<file path="config.mk">
export PLATFORM = sky130hd
export DESIGN_NAME = srl_engine
export DESIGN_NICKNAME = d
export VERILOG_FILES = /design/src/rtl/srl_pkg.sv /design/src/rtl/srl_engine.sv
export SDC_FILE = /design/constraint.sdc
export NUM_CORES = 1
export LEC_CHECK = 0
export ABC_AREA = 1
export BUFFER_PORTS_ARGS = -buffer_cell sky130_fd_sc_hd__buf_2
export CORE_UTILIZATION = 30
export DETAILED_ROUTE_END_ITERATION = 10
export PLACE_DENSITY_LB_ADDON = 0.05
export SYNTH_ARGS = -nofsm -noshare
export SYNTH_HDL_FRONTEND = slang
export SYNTH_SLANG_ARGS = --single-unit
</file>
<file path="constraint.sdc">
create_clock -name aclk -period 8.9 [get_ports aclk]
set_clock_uncertainty 0.1 [all_clocks]
set_input_delay 1.78 -clock aclk [delete_from_list [all_inputs] [get_ports aclk]]
set_output_delay 1.78 -clock aclk [all_outputs]
set_load 0.01 [all_outputs]
</file>
<file path="src/rtl/srl_pkg.sv">
`timescale 1ns / 1ps
// ----------------------------------------------------------------------------
// srl_pkg - shared types and constants of the sampled rank lookup
// Array geometry, derived widths, request and result layouts, codes.
// ----------------------------------------------------------------------------
package srl_pkg;

    // Array geometry
    localparam int ENTRIES_PER_ARRAY = 4096;
    localparam int ROW_STRIDE        = 39;
    localparam int NUM_TABLES        = 2;
    localparam int NUM_STATS         = 10;
    localparam int NUM_ARRAYS        = NUM_TABLES * NUM_STATS;
    localparam int STORE_DEPTH       = NUM_ARRAYS * ENTRIES_PER_ARRAY;

    // Derived widths
    localparam int IDX_W  = (ENTRIES_PER_ARRAY > 1) ? $clog2(ENTRIES_PER_ARRAY) : 1;
    localparam int LEN_W  = $clog2(ENTRIES_PER_ARRAY + 1);
    localparam int ARR_W  = (NUM_ARRAYS > 1) ? $clog2(NUM_ARRAYS) : 1;
    localparam int ADDR_W = (STORE_DEPTH > 1) ? $clog2(STORE_DEPTH) : 1;
    localparam int SPAN_W = $clog2(ENTRIES_PER_ARRAY * ROW_STRIDE + 1);
    localparam int STEP_W = $clog2(IDX_W + 1);

    // Field widths of the request and result
    localparam int KIND_W      = 2;
    localparam int TSEL_W      = 1;
    localparam int SSEL_W      = 4;
    localparam int EIDX_W      = 12;
    localparam int VALUE_W     = 32;
    localparam int STATUS_W    = 2;
    localparam int ROW_W       = 18;
    localparam int CFG_INDEX_W = 1;

    // Request kinds
    localparam logic [KIND_W-1:0] KIND_LOAD     = 2'd0;
    localparam logic [KIND_W-1:0] KIND_POSITION = 2'd1;
    localparam logic [KIND_W-1:0] KIND_PAGE     = 2'd2;
    localparam logic [KIND_W-1:0] KIND_NONE     = 2'd3;

    // Result status codes
    localparam logic [STATUS_W-1:0] ST_OK       = 2'd0;
    localparam logic [STATUS_W-1:0] ST_UNAVAIL  = 2'd1;
    localparam logic [STATUS_W-1:0] ST_TOO_FAR  = 2'd2;
    localparam logic [STATUS_W-1:0] ST_EMPTY    = 2'd3;

    // Configuration register indexes
    localparam logic [CFG_INDEX_W-1:0] REG_AVAILABLE_MASK = 1'd0;
    localparam logic [CFG_INDEX_W-1:0] REG_OUTDATED_MASK  = 1'd1;

    typedef struct packed {
        logic [KIND_W-1:0]         kind;
        logic [TSEL_W-1:0]         table_sel;
        logic [SSEL_W-1:0]         stat_sel;
        logic [EIDX_W-1:0]         entry_index;
        logic signed [VALUE_W-1:0] entry_value;
        logic signed [VALUE_W-1:0] query_value;
    } srl_in_t;

    typedef struct packed {
        logic [STATUS_W-1:0]       status;
        logic [ROW_W-1:0]          row_position;
        logic signed [VALUE_W-1:0] found_value;
        logic                      is_outdated;
    } srl_out_t;

    typedef struct packed {
        logic [NUM_TABLES-1:0] available_mask;
        logic [NUM_TABLES-1:0] outdated_mask;
    } srl_cfg_t;

endpackage

</file>
<file path="src/rtl/srl_engine.sv">
`timescale 1ns / 1ps
// ----------------------------------------------------------------------------
// srl_engine - request sequencer of the sampled rank lookup
// Writes loads, keeps array lengths, runs the binary search and page divide.
// ----------------------------------------------------------------------------
module srl_engine
    import srl_pkg::*;
(
    input  logic               aclk,
    input  logic               aresetn,
    input  logic               req_valid,
    output logic               req_ready,
    input  srl_in_t            req,
    input  srl_cfg_t           cfg,
    output logic               res_valid,
    input  logic               res_ready,
    output srl_out_t           res,
    output logic               ram_we,
    output logic [ADDR_W-1:0]  ram_waddr,
    output logic [VALUE_W-1:0] ram_wdata,
    output logic               ram_re,
    output logic [ADDR_W-1:0]  ram_raddr,
    input  logic [VALUE_W-1:0] ram_rdata
);

    localparam logic [2:0] S_IDLE   = 3'd0;
    localparam logic [2:0] S_SETUP  = 3'd1;
    localparam logic [2:0] S_SEARCH = 3'd2;
    localparam logic [2:0] S_DIVIDE = 3'd3;
    localparam logic [2:0] S_FETCH  = 3'd4;
    localparam logic [2:0] S_LATCH  = 3'd5;
    localparam logic [2:0] S_REPLY  = 3'd6;

    function automatic logic sel_valid(input logic [TSEL_W-1:0] tsel,
                                       input logic [SSEL_W-1:0] ssel);
        return (32'(tsel) < NUM_TABLES) && (32'(ssel) < NUM_STATS);
    endfunction

    function automatic logic [ARR_W-1:0] arr_of(input logic [TSEL_W-1:0] tsel,
                                                input logic [SSEL_W-1:0] ssel);
        return ARR_W'(32'(tsel) * NUM_STATS + 32'(ssel));
    endfunction

    logic [2:0]         state_reg, state_next;
    logic [LEN_W-1:0]   len_reg [NUM_ARRAYS];
    srl_in_t            q_reg;
    srl_out_t           res_reg;
    logic               od_reg;
    logic [ADDR_W-1:0]  base_reg;
    logic [LEN_W-1:0]   lo_reg;
    logic [LEN_W-1:0]   hip_reg;
    logic [IDX_W-1:0]   mid_reg;
    logic [IDX_W-1:0]   idx_reg;
    logic [SPAN_W-1:0]  rem_reg;
    logic [SPAN_W-1:0]  div_reg;
    logic [STEP_W-1:0]  step_reg;

    // Load path
    logic               accept;
    logic [ARR_W-1:0]   in_arr;
    logic               load_ok;

    // Setup decode
    logic               q_sel_ok;
    logic [ARR_W-1:0]   q_arr;
    logic [LEN_W-1:0]   q_len;
    logic [NUM_TABLES-1:0] avail_bits;
    logic [NUM_TABLES-1:0] od_bits;
    logic               q_avail;
    logic [31:0]        start;
    logic [31:0]        limit;
    logic               too_far;
    logic [ADDR_W-1:0]  base;
    logic [IDX_W-1:0]   mid_first;

    // Search step
    logic [LEN_W-1:0]   mid_ext;
    logic [LEN_W-1:0]   lo_g;
    logic [LEN_W:0]     sum_g;
    logic [LEN_W:0]     sum_l;
    logic [IDX_W-1:0]   mid_g;
    logic [IDX_W-1:0]   mid_l;
    logic               greater;
    logic               equal;
    logic               go_g;
    logic               go_l;
    logic               go_on;
    logic [LEN_W-1:0]   hip_end;
    logic [IDX_W-1:0]   idx_end;

    // Divide step
    logic               rem_ge;
    logic [IDX_W-1:0]   quo_new;

    assign req_ready = (state_reg == S_IDLE);
    assign accept    = req_valid && req_ready;
    assign in_arr    = arr_of(req.table_sel, req.stat_sel);
    assign load_ok   = accept && (req.kind == KIND_LOAD)
                       && sel_valid(req.table_sel, req.stat_sel)
                       && (32'(req.entry_index) < ENTRIES_PER_ARRAY);

    assign ram_we    = load_ok;
    assign ram_waddr = ADDR_W'(32'(in_arr) * ENTRIES_PER_ARRAY + 32'(req.entry_index));
    assign ram_wdata = req.entry_value;

    assign q_sel_ok   = sel_valid(q_reg.table_sel, q_reg.stat_sel);
    assign q_arr      = arr_of(q_reg.table_sel, q_reg.stat_sel);
    assign q_len      = q_sel_ok ? len_reg[q_arr] : '0;
    assign avail_bits = cfg.available_mask >> q_reg.table_sel;
    assign od_bits    = cfg.outdated_mask >> q_reg.table_sel;
    assign q_avail    = q_sel_ok && avail_bits[0];
    assign start      = q_reg.query_value[VALUE_W-1] ? 32'd0 : 32'(q_reg.query_value);
    assign limit      = 32'(q_len) * ROW_STRIDE;
    assign too_far    = (start >= limit);
    assign base       = ADDR_W'(32'(q_arr) * ENTRIES_PER_ARRAY);
    assign mid_first  = IDX_W'((q_len - LEN_W'(1)) >> 1);

    // Both successor probes are prepared from registers; the compare picks one.
    assign mid_ext = LEN_W'(mid_reg);
    assign lo_g    = mid_ext + LEN_W'(1);
    assign sum_g   = (LEN_W + 1)'(mid_ext) + (LEN_W + 1)'(hip_reg);
    assign sum_l   = (LEN_W + 1)'(lo_reg) + (LEN_W + 1)'(mid_ext) - (LEN_W + 1)'(1);
    assign mid_g   = IDX_W'(sum_g >> 1);
    assign mid_l   = IDX_W'(sum_l >> 1);
    assign greater = $signed(ram_rdata) > q_reg.query_value;
    assign equal   = $signed(ram_rdata) == q_reg.query_value;
    assign go_g    = lo_g < hip_reg;
    assign go_l    = lo_reg < mid_ext;
    assign go_on   = !equal && (greater ? go_g : go_l);
    assign hip_end = greater ? hip_reg : mid_ext;
    assign idx_end = (hip_end == '0) ? '0 : IDX_W'(hip_end - LEN_W'(1));

    assign rem_ge  = (rem_reg >= div_reg);
    assign quo_new = IDX_W'({idx_reg, rem_ge});

    always_comb begin
        ram_re    = 1'b0;
        ram_raddr = base_reg + ADDR_W'(idx_reg);
        case (state_reg)
            S_SETUP: begin
                ram_re    = q_avail && (q_reg.kind == KIND_POSITION) && (q_len != '0);
                ram_raddr = base + ADDR_W'(mid_first);
            end
            S_SEARCH: begin
                ram_re    = go_on;
                ram_raddr = base_reg + ADDR_W'(greater ? mid_g : mid_l);
            end
            S_FETCH: begin
                ram_re    = 1'b1;
            end
            default: begin
                ram_re    = 1'b0;
            end
        endcase
    end

    always_comb begin
        state_next = state_reg;
        unique case (state_reg)
            S_IDLE: begin
                if (accept && (req.kind == KIND_POSITION || req.kind == KIND_PAGE)) begin
                    state_next = S_SETUP;
                end
            end
            S_SETUP: begin
                if (!q_avail) begin
                    state_next = S_REPLY;
                end else if (q_reg.kind == KIND_POSITION) begin
                    state_next = (q_len == '0) ? S_REPLY : S_SEARCH;
                end else begin
                    state_next = too_far ? S_REPLY : S_DIVIDE;
                end
            end
            S_SEARCH: begin
                if (equal) begin
                    state_next = S_LATCH;
                end else if (!go_on) begin
                    state_next = S_FETCH;
                end
            end
            S_DIVIDE: begin
                if (step_reg == '0) begin
                    state_next = S_FETCH;
                end
            end
            S_FETCH: begin
                state_next = S_LATCH;
            end
            S_LATCH: begin
                state_next = S_REPLY;
            end
            S_REPLY: begin
                if (res_ready) begin
                    state_next = S_IDLE;
                end
            end
            default: begin
                state_next = S_IDLE;
            end
        endcase
    end

    always_ff @(posedge aclk) begin
        if (!aresetn) begin
            state_reg <= S_IDLE;
            for (int i = 0; i < NUM_ARRAYS; i++) begin
                len_reg[i] <= '0;
            end
        end else begin
            state_reg <= state_next;
            if (load_ok) begin
                len_reg[in_arr] <= LEN_W'(32'(req.entry_index) + 32'd1);
            end
        end
    end

    always_ff @(posedge aclk) begin
        case (state_reg)
            S_IDLE: begin
                if (accept) begin
                    q_reg <= req;
                end
            end
            S_SETUP: begin
                od_reg   <= od_bits[0];
                base_reg <= base;
                lo_reg   <= '0;
                hip_reg  <= q_len;
                mid_reg  <= mid_first;
                rem_reg  <= SPAN_W'(start);
                div_reg  <= SPAN_W'(32'(ROW_STRIDE) << (IDX_W - 1));
                step_reg <= STEP_W'(IDX_W - 1);
                idx_reg  <= '0;
                res_reg  <= '0;
                if (!q_avail) begin
                    res_reg.status <= ST_UNAVAIL;
                end else if (q_reg.kind == KIND_POSITION) begin
                    res_reg.status <= (q_len == '0) ? ST_EMPTY : ST_OK;
                end else begin
                    res_reg.status <= too_far ? ST_TOO_FAR : ST_OK;
                end
            end
            S_SEARCH: begin
                if (equal) begin
                    idx_reg <= mid_reg;
                end else if (greater) begin
                    lo_reg  <= lo_g;
                    mid_reg <= mid_g;
                end else begin
                    hip_reg <= mid_ext;
                    mid_reg <= mid_l;
                end
                if (!equal && !go_on) begin
                    idx_reg <= idx_end;
                end
            end
            S_DIVIDE: begin
                if (rem_ge) begin
                    rem_reg <= rem_reg - div_reg;
                end
                div_reg  <= div_reg >> 1;
                idx_reg  <= quo_new;
                step_reg <= step_reg - STEP_W'(1);
            end
            S_LATCH: begin
                res_reg.status       <= ST_OK;
                res_reg.row_position <= ROW_W'(ROW_W'(idx_reg) * ROW_W'(ROW_STRIDE));
                res_reg.found_value  <= ram_rdata;
                res_reg.is_outdated  <= od_reg;
            end
            default: begin
            end
        endcase
    end

    assign res_valid = (state_reg == S_REPLY);
    assign res       = res_reg;

endmodule

</file>
# Word-level counts from Yosys, hierarchy flattened
# Memories as Yosys holds them, arrays and structs flattened.
# Index checks and enable logic that the tools add are counted.
[totals] output_inout_bits=123 n_memories=1 inputBits=123 rom_bits=0 ff_bits=191 latchBits=0 mem_bits_rw=260 word_cells=139
[memory_table] memory="len_reg" depth=20 word_bits=13 rd=1 rd_clocked_by_memory_dff=0 write_ports=20 line_no="srl_engine.sv:45" source="logic [LEN_W-1:0] len_reg [NUM_ARRAYS];"
[classes] bitwise_logic=0 n_mux=45 n_div=0 addsub=15 n_mul=4 reduce_logical=29 n_shift=2 n_lt_le_gt_ge=7 n_eq_ne=18
[op_table] op="53-bit case mux with 2 select lines" n=1
[op_table] op="13-bit 2-to-1 mux" n=6
[op_table] op="12-bit 2-to-1 mux" n=6
[op_table] op="18-bit case mux with 2 select lines" n=2
[op_table] op="17-bit by 12-bit adder with 17-bit output" n=4
[op_table] op="13-bit case mux with 2 select lines" n=2
[op_table] op="12-bit case mux with 3 select lines" n=1
[op_table] op="17-bit case mux with 2 select lines" n=1
[op_table] op="32-bit == test" n=1
[op_table] op="32-bit > comparator" n=1
[op_table] op="31-bit by 19-bit greater-or-equal comparator with 1-bit output" n=1
[op_table] op="31-bit 2-to-1 mux" n=1
[op_table] op="3-bit 2-to-1 mux" n=9
[op_table] op="12-bit by 1-bit adder with 13-bit output, second input constant" n=2
[op_table] op="13-bit logical NOT" n=2
[op_table] op="13-bit by 1-bit subtractor with 13-bit output, second input constant" n=2
[op_table] op="12-bit case mux with 2 select lines" n=1
[op_table] op="3-bit case mux with 7 select lines" n=1
[op_table] op="13-bit by 6-bit multiplier with 19-bit output, second input constant" n=1
[op_table] op="18-bit greater-or-equal comparator" n=1
[op_table] op="12-bit by 6-bit multiplier with 18-bit output, second input constant" n=1
[op_table] op="18-bit 2-to-1 mux" n=1
[op_table] op="18-bit subtractor" n=1
[op_table] op="12-bit by 13-bit adder with 13-bit output" n=1
[op_table] op="other kinds (35)" n=70

# Longest topological paths before layout
# Gate-level depths: netlist of the first run.
# An unclocked memory read counts as a cell.
[logic_depth] depth_word=10 mapped_depth=41

# Least setup slack after synthesis of the first run
# No wires, ideal clock.
[synth_timing] path_type="register to register" startpoint="register q_reg[80] (netlist bit)" endpoint="register state_reg[2]" arrival_time_ns=6.746 path_stages_with_launch=41 slack_ns=1.940 period_less_slack_ns=6.960 n_path_buf=3 path_cell_list="edfxtp_1 -> ha_1 -> ha_1 -> clkbuf_1 -> clkinv_1 -> clkbuf_1 -> clkbuf_1 -> o221ai_1 -> o211ai_1 -> nand3_1 -> nand3_1 -> fa_1 -> inv_1 -> ha_1 -> fa_1 -> ha_1 -> inv_1 -> o31ai_1 -> (+5 left out) -> o21ai_0 -> a21oi_1 -> nor2_1 -> nor2_1 -> xor2_1 -> ha_1 -> nand2_1 -> inv_1 -> o21ai_0 -> nand2_1 -> a211oi_1 -> nand2_1 -> nand2_1 -> nand2_1 -> o21ai_0 -> nand2_1 -> a21oi_1 -> nor2_1"
[synth_via] elab_chain_len=10
[synth_rtl] element="start: declaration" line_no="srl_engine.sv:46" source="srl_in_t q_reg;"
[synth_rtl] element="start signal: assignment" line_no="srl_engine.sv:221" source="q_reg <= req;"
[synth_rtl] element="1-bit by 3-bit multiplier with 4-bit output *" line_no="srl_engine.sv:41" source="return ARR_W'(32'(tsel) * NUM_STATS + 32'(ssel));"
[synth_rtl] element="5-bit by 4-bit adder with 5-bit output *" line_no="srl_engine.sv:41"
[synth_rtl] element="named net base[14]" line_no="srl_engine.sv:73" source="logic [ADDR_W-1:0] base;"
[synth_rtl] element="memory read 20 x 13 bit *"
[synth_rtl] element="13-bit 2-to-1 mux *" line_no="srl_engine.sv:108" source="assign q_len = q_sel_ok ? len_reg[q_arr] : '0;"
[synth_rtl] element="13-bit by 6-bit multiplier with 19-bit output" line_no="srl_engine.sv:113" source="assign limit = 32'(q_len) * ROW_STRIDE;"
[synth_rtl] element="31-bit by 19-bit greater-or-equal comparator with 1-bit output" line_no="srl_engine.sv:114" source="assign too_far = (start >= limit);"
[synth_rtl] element="3-bit 2-to-1 mux" line_no="srl_engine.sv:171" source="state_next = too_far ? S_REPLY : S_DIVIDE;"
[synth_rtl] element="3-bit 2-to-1 mux *" line_no="srl_engine.sv:168" source="end else if (q_reg.kind == KIND_POSITION) begin"
[synth_rtl] element="3-bit 2-to-1 mux *" line_no="srl_engine.sv:166" source="if (!q_avail) begin"
[synth_rtl] element="3-bit case mux with 7 select lines *" line_no="srl_engine.sv:159" source="unique case (state_reg)"
[synth_rtl] element="end signal: assignment" line_no="srl_engine.sv:210" source="state_reg <= state_next;"
[synth_rtl] element="end: declaration" line_no="srl_engine.sv:44" source="logic [2:0] state_reg, state_next;"
# The timed path passes the listed nets; every way through them passes the cells marked *.
# A chain may end at the register's enable or synchronous reset.

# Final worst setup path of the first run
# Same ends and word-level chain as after synthesis.

==> results of run 1 <==
==> cell usage after synthesis (all sizes together) <==
library cell	count
a211oi	5
a21boi	2
a21o	7
a21oi	124
a221oi	1
a22oi	3
a31oi	9
a32oi	2
and2	1
buf	74
clkbuf	132
clkinv	8
dfxtp	3
edfxtp	603
fa	43
ha	217
inv	386
mux2	2
nand2	358
nand3	131
nand4	20
nor2	701
nor3	28
nor3b	2
nor4	10
o211ai	46
o21a	5
o21ai	305
o21bai	11
o221ai	73
o22ai	32
o31ai	5
or2	8
or3	1
xnor2	11
xor2	47
==> how the worst min path moves through the flow <==
stage	cells after the start	slack [ns]	endpoint
6_report	2	0.42	div_reg[13]
5_1_grt	2	0.45	div_reg[13]
4_1_cts	2	0.43	div_reg[11]
3_5_place_dp	2	0.42	div_reg[11]
3_3_place_gp	2	0.42	div_reg[11]
2_1_floorplan	0	0.34	base_reg[12]
==> cells by family (layout without fill, tap and decap cells) <==
| kind of cell | Yosys count | after routing | synth area share (%) |
|---|---|---|---|
| buffers and inverters | 600 | 778 | 7.367 |
| DFF | 606 | 606 | 53.89 |
| other | 0 | 1 | 0 |
| xor gates and xnor gates | 58 | 58 | 1.562 |
| adders and majority gates | 260 | 260 | 10.61 |
| AOI/OAI and AO/OA | 630 | 630 | 11.08 |
| and+or+nand+nor | 1260 | 1260 | 15.43 |
| muxes | 2 | 2 | 0.06680 |
==> per-layer routing <==
layer	GRT usage [%]	up-vias	wire length, um
li1	-	11922	-
met1	25.30	12425	49010
met2	34.27	571	55410
met3	3.029	146	4759
met4	5.106	0	2674
met5	0	-	0
==> critical path, delay by kind of cell (launching register included) <==
kind / cells / cell delay [ns]
adders and majority gates: 6 / 2.44
and+or+nand+nor: 15 / 2.04
AOI/OAI and AO/OA: 11 / 1.76
buffers and inverters: 6 / 1.05
DFF: 1 / 0.54
==> layout make-up <==
type,instances,area [sq um],area share [%]
Sequential cell,606,18170,47.07
Multi-Input combinational cell,2210,13120,33.99
Clock buffer,97,2044,5.297
Tap cell,1488,1862,4.824
Inverter,394,1485,3.848
Timing Repair Buffer,244,1466,3.799
Clock inverter,43,451.7,1.170
Antenna cell,1,2.502,0.006483
==> through the flow <==
step	cells	setup slack (ns)	hold WS, ns	power (W)
after floorplan	3416	1.940	0.3442	0.01069
after global placement	4942	0.9161	0.4165	0.01378
after detailed placement	4942	0.8795	0.4178	0.01382
after CTS	5082	0.8451	0.4304	0.01704
after global routing	5083	0.2359	0.4524	0.01834
final	5083	0.8070	0.4239	0.01678
==> power by group through the flow <==
stage / Sequential [W] / Combinational [W] / Clock (W)
after global placement: 0.00393 / 0.00984 / 0
after global routing: 0.00391 / 0.0111 / 0.00331
after CTS: 0.00388 / 0.00995 / 0.00322
after floorplan: 0.00387 / 0.00682 / 0
after detailed placement: 0.00394 / 0.00988 / 0
final: 0.00387 / 0.00978 / 0.00313
==> impl_metrics.json, run 1 <==
{
  "vias_per_cell": 4.931,
  "reg2reg_from": "q_reg[80]",
  "remaining_drc_errors": 0,
  "grt_pass1_vias": 25513,
  "grt_overflow": 0,
  "rows": 122,
  "cp-startpoint": "q_reg[80]",
  "crit_end": "state_reg[2]",
  "fmax_mhz": 123.6,
  "cts-root-buf": "clkbuf_16",
  "tightest_slew_ns": 1.376,
  "vias": 25064,
  "timing.final.crit_share_pct": 90.93,
  "core_sq_um": 111000,
  "hold_class": "reg -> reg",
  "grt_antenna_before_repair": 5,
  "rsz0062_at_grt": "no",
  "fill_cells": 11309,
  "pwr-share-comb_pct": 58.3,
  "htree_num_levels": 3,
  "end_kind": "register",
  "crit_type": "reg -> reg",
  "leakagePower_nw": 15.75,
  "cp-start-kind": "register",
  "port_buffers": 181,
  "worstHoldStart": "div_reg[14]",
  "initial_core_util_pct": 30.38,
  "worstPathArrival_ns": 8.53,
  "final_common_cell": "nor2_1",
  "die_w_um": 337.2,
  "peakVddDrop_mv": 0.4018,
  "netSwitchingFraction_pct": 47.38,
  "cp_max_fo": 27,
  "powerDensity_nw_per_um2": 434.7,
  "p_int_w": 0.008829,
  "hold_viol_final": 0,
  "clock_latency_ns": 0.66,
  "dpl_cell_area_sq_um": 36100,
  "critPathRequiredTime_ns": 9.34,
  "synth_cell_type_count": 55,
  "power_frac_seq_pct": 23.1,
  "slowest_stage": "fa_1",
  "netlist_instances": 3416,
  "final_util_pct": 34.78,
  "outcome": "finished, final reports clean",
  "post_drt_wl_per_cell_um": 22.00,
  "maxSlewHeadroom_pct": 7.571,
  "synth_top_area_share_pct": 53.71,
  "wirelength_um": 111800,
  "yosysSeqAreaShare_pct": 53.89,
  "grt_pass1_wl_um": 166100,
  "ys_ff_latch": 606,
  "yosys.area.top_type": "edfxtp_1",
  "die_h_um": 337.2,
  "slew_violations": 0,
  "largest_reg_flops": 416,
  "synth_nets": 3799,
  "clkTransAtPathRegs_ns": 0.06,
  "p_switching_w": 0.007951,
  "ant_nets": 0,
  "setup_tns_ns": 0,
  "clkSinkCount": 606,
  "cap_viol_max_count": 0,
  "hold_buffers": 0,
  "clock_path_buffers": 3,
  "cts-buffers-inserted": 77,
  "post_cts.repair.setup_buffers": 0,
  "cts_tree": "done",
  "syn_area_per_cell_sq_um": 9.869,
  "synth_area_sq_um": 33710,
  "final_cell_mix": "nor2_1, edfxtp_1, inv_1, nand2_1, o21ai_0",
  "area_delta_synth_final_pct": 14.49,
  "track_usage_pct": 19.68,
  "max_stage_delay_ns": 0.74,
  "drt_iter0_drc": 1694,
  "synth.area.top_cells": "edfxtp_1, ha_1, nor2_1",
  "drive_gt1_share_pct": 11.96,
  "gp_congestion": 0.8501,
  "dp_hpwl_um": 79290,
  "drt-pass1-iter-count": 5,
  "dieArea_sq_um": 113700,
  "reg2reg_to": "state_reg[2]",
  "cts_resized": 0,
  "setup_violations": 0,
  "power.share.clock_pct": 18.6,
  "worst_path_most_repeated_cell": "nand2_1",
  "final_cell_area_sq_um": 38600,
  "num_io_pins": 246,
  "ff2ff_path_depth": 38,
  "r2r_slack_ns": 0.81,
  "yosysWarningCount": 0,
  "fin_crit_ns": 8.093,
  "nNetsFinal": 3916,
  "grt_max_degree": 79
}
(Power assumes the default switching activity.)
==> inputs of run 2 (changes only) <==
--- a/config.mk
+++ b/config.mk
@@ -8,6 +8,7 @@
 export ABC_AREA = 1
 export BUFFER_PORTS_ARGS = -buffer_cell sky130_fd_sc_hd__buf_2
 export CORE_UTILIZATION = 30
+export CTS_BUF_LIST = sky130_fd_sc_hd__clkbuf_8
 export DETAILED_ROUTE_END_ITERATION = 10
 export PLACE_DENSITY_LB_ADDON = 0.05
 export SYNTH_ARGS = -nofsm -noshare
==> impl_metrics.json, run 2 (synthesis results as in run 1) <==
{
  "outcome": "finished, final reports clean",
  "crit_type": "reg -> reg",
  "timing.final.crit_share_pct": 90.66,
  "setup_tns_ns": 0,
  "powerDensity_nw_per_um2": 424.6,
  "fill_cells": 11389,
  "hold_viol_final": 0,
  "cp_max_fo": 27,
  "vias": 25257,
  "cp-start-kind": "register",
  "top_layer": "met4",
  "post_drt_wl_per_cell_um": 21.85,
  "initial_core_util_pct": 30.38,
  "core_sq_um": 111000,
  "cts-root-buf": "clkbuf_8",
  "cap_viol_max_count": 0,
  "rows": 122,
  "max_stage_delay_ns": 0.74,
  "rsz0062_at_grt": "no",
  "track_usage_pct": 19.80,
  "drt-pass1-iter-count": 6,
  "area_delta_synth_final_pct": 13.21,
  "hold_buffers": 0,
  "dp_hpwl_um": 79290,
  "slew_violations": 0,
  "wirelength_um": 112600,
  "vias_per_cell": 4.902,
  "clock_path_buffers": 3,
  "gp_congestion": 0.8501,
  "port_buffers": 181,
  "grt_max_degree": 79,
  "dpl_cell_area_sq_um": 36100,
  "worstPathArrival_ns": 8.63,
  "clkSinkCount": 606,
  "grt_pass1_vias": 25866,
  "met3WireLength_um": 5533,
  "crit_end": "state_reg[2]",
  "fmax_mhz": 123.9,
  "maxSlewHeadroom_pct": 7.435,
  "remaining_drc_errors": 0,
  "peakVddDrop_mv": 0.4020,
  "setup_violations": 0,
  "drt_iter0_drc": 1655,
  "cts-buffers-inserted": 113,
  "reg2reg_from": "q_reg[80]",
  "slowest_stage": "fa_1",
  "die_w_um": 337.2,
  "dp_cells": 4942,
  "ant_nets": 0,
  "grt_pass1_wl_um": 167300,
  "htree_num_levels": 3,
  "final_cell_area_sq_um": 38170,
  "fin_crit_ns": 8.069,
  "final_util_pct": 34.39,
  "largest_reg_flops": 416,
  "dieArea_sq_um": 113700,
  "hold_class": "reg -> reg",
  "reg2reg_to": "state_reg[2]",
  "wl_met2_um": 55690,
  "cts_resized": 0,
  "instances_no_fill": 5152,
  "cts_tree": "done",
  "clkTransAtPathRegs_ns": 0.06,
  "tightest_slew_ns": 1.378,
  "drive_gt1_share_pct": 12.62,
  "ff2ff_path_depth": 38,
  "r2r_slack_ns": 0.83,
  "final_cell_mix": "nor2_1, edfxtp_1, inv_1, nand2_1, o21ai_0",
  "final_common_cell": "nor2_1",
  "wl_met1_um": 48740,
  "grt_overflow": 0,
  "cp-startpoint": "q_reg[80]",
  "nNetsFinal": 3952,
  "num_io_pins": 246,
  "leakagePower_nw": 15.74,
  "worst_path_most_repeated_cell": "nand2_1",
  "post_cts.repair.setup_buffers": 0,
  "clock_latency_ns": 0.81,
  "critPathRequiredTime_ns": 9.46,
  "die_h_um": 337.2,
  "grt_antenna_before_repair": 9,
  "end_kind": "register"
}
-- run 2: cell types whose count changed in the layout (fill, tap and decap cells not counted), moves of 2 or more --
cell / before / now
clkinv_1: 22 / 36
clkbuf_8: 0 / 118
inv_12: 0 / 2
inv_8: 0 / 2
bufinv_16: 7 / 1
clkinvlp_4: 3 / 1
clkbuf_16: 79 / 0
clkinv_2: 12 / 14
diode_2: 1 / 4
inv_1: 379 / 417
clkbuf_1: 18 / 0
-- run 2: power by group --
| part | internal, W | total [W] | leakage (nW) | switching (W) |
|---|---|---|---|---|
| clock network | 0.00126 | 0.00256 | 1.20 | 0.00130 |
| registers | 0.00363 | 0.00387 | 5.84 | 0.000240 |
| logic | 0.00335 | 0.00977 | 8.70 | 0.00642 |
-- run 2: critical path, delay by kind of cell, from the launching register on --
kind,cells,cell delay [ns]
AO/OA/AOI/OAI,11,1.76
adder cells (fa/ha/maj),6,2.44
buffers and inverters,6,1.05
flip-flops,1,0.54
AND/OR/NAND/NOR,15,2.01
-- run 2: how the worst min path moves through the flow --
stage / from / end / cells past startpoint
after floorplan: q_reg[76] / base_reg[12] / 0
after global placement: div_reg[12] / div_reg[11] / 2
after detailed placement: div_reg[12] / div_reg[11] / 2
after CTS: div_reg[12] / div_reg[11] / 2
after global routing: div_reg[12] / div_reg[11] / 2
final: div_reg[12] / div_reg[11] / 2
-- run 2: cell type report --
cell class              instances  area [sq um]  share of cell area (%)
repair buffers                244          1466                   3.842
well taps                    1488          1862                   4.878
diodes                          4         10.01                 0.02623
multi-input cells            2210         13120                   34.37
flip-flops and latches        606         18170                   47.60
clock inverters                88         432.9                   1.134
clock buffers                 118          1624                   4.255
inverters                     394          1485                   3.891
-- run 2: routing by layer --
metal	global-route usage (%)	vias to the layer above
li1	-	12010
met1	25.27	12430
met2	34.43	648
met3	3.298	169
met4	5.290	0
met5	0	-
-- run 2: through the flow --
stage	power, W	hold slack [ns]	setup slack, ns
floorplan	0.01069	0.3442	1.940
global placement	0.01378	0.4165	0.9161
detailed placement	0.01382	0.4178	0.8795
CTS	0.01647	0.4303	0.8457
global route	0.01778	0.4667	0.2332
finish	0.01620	0.4304	0.8315
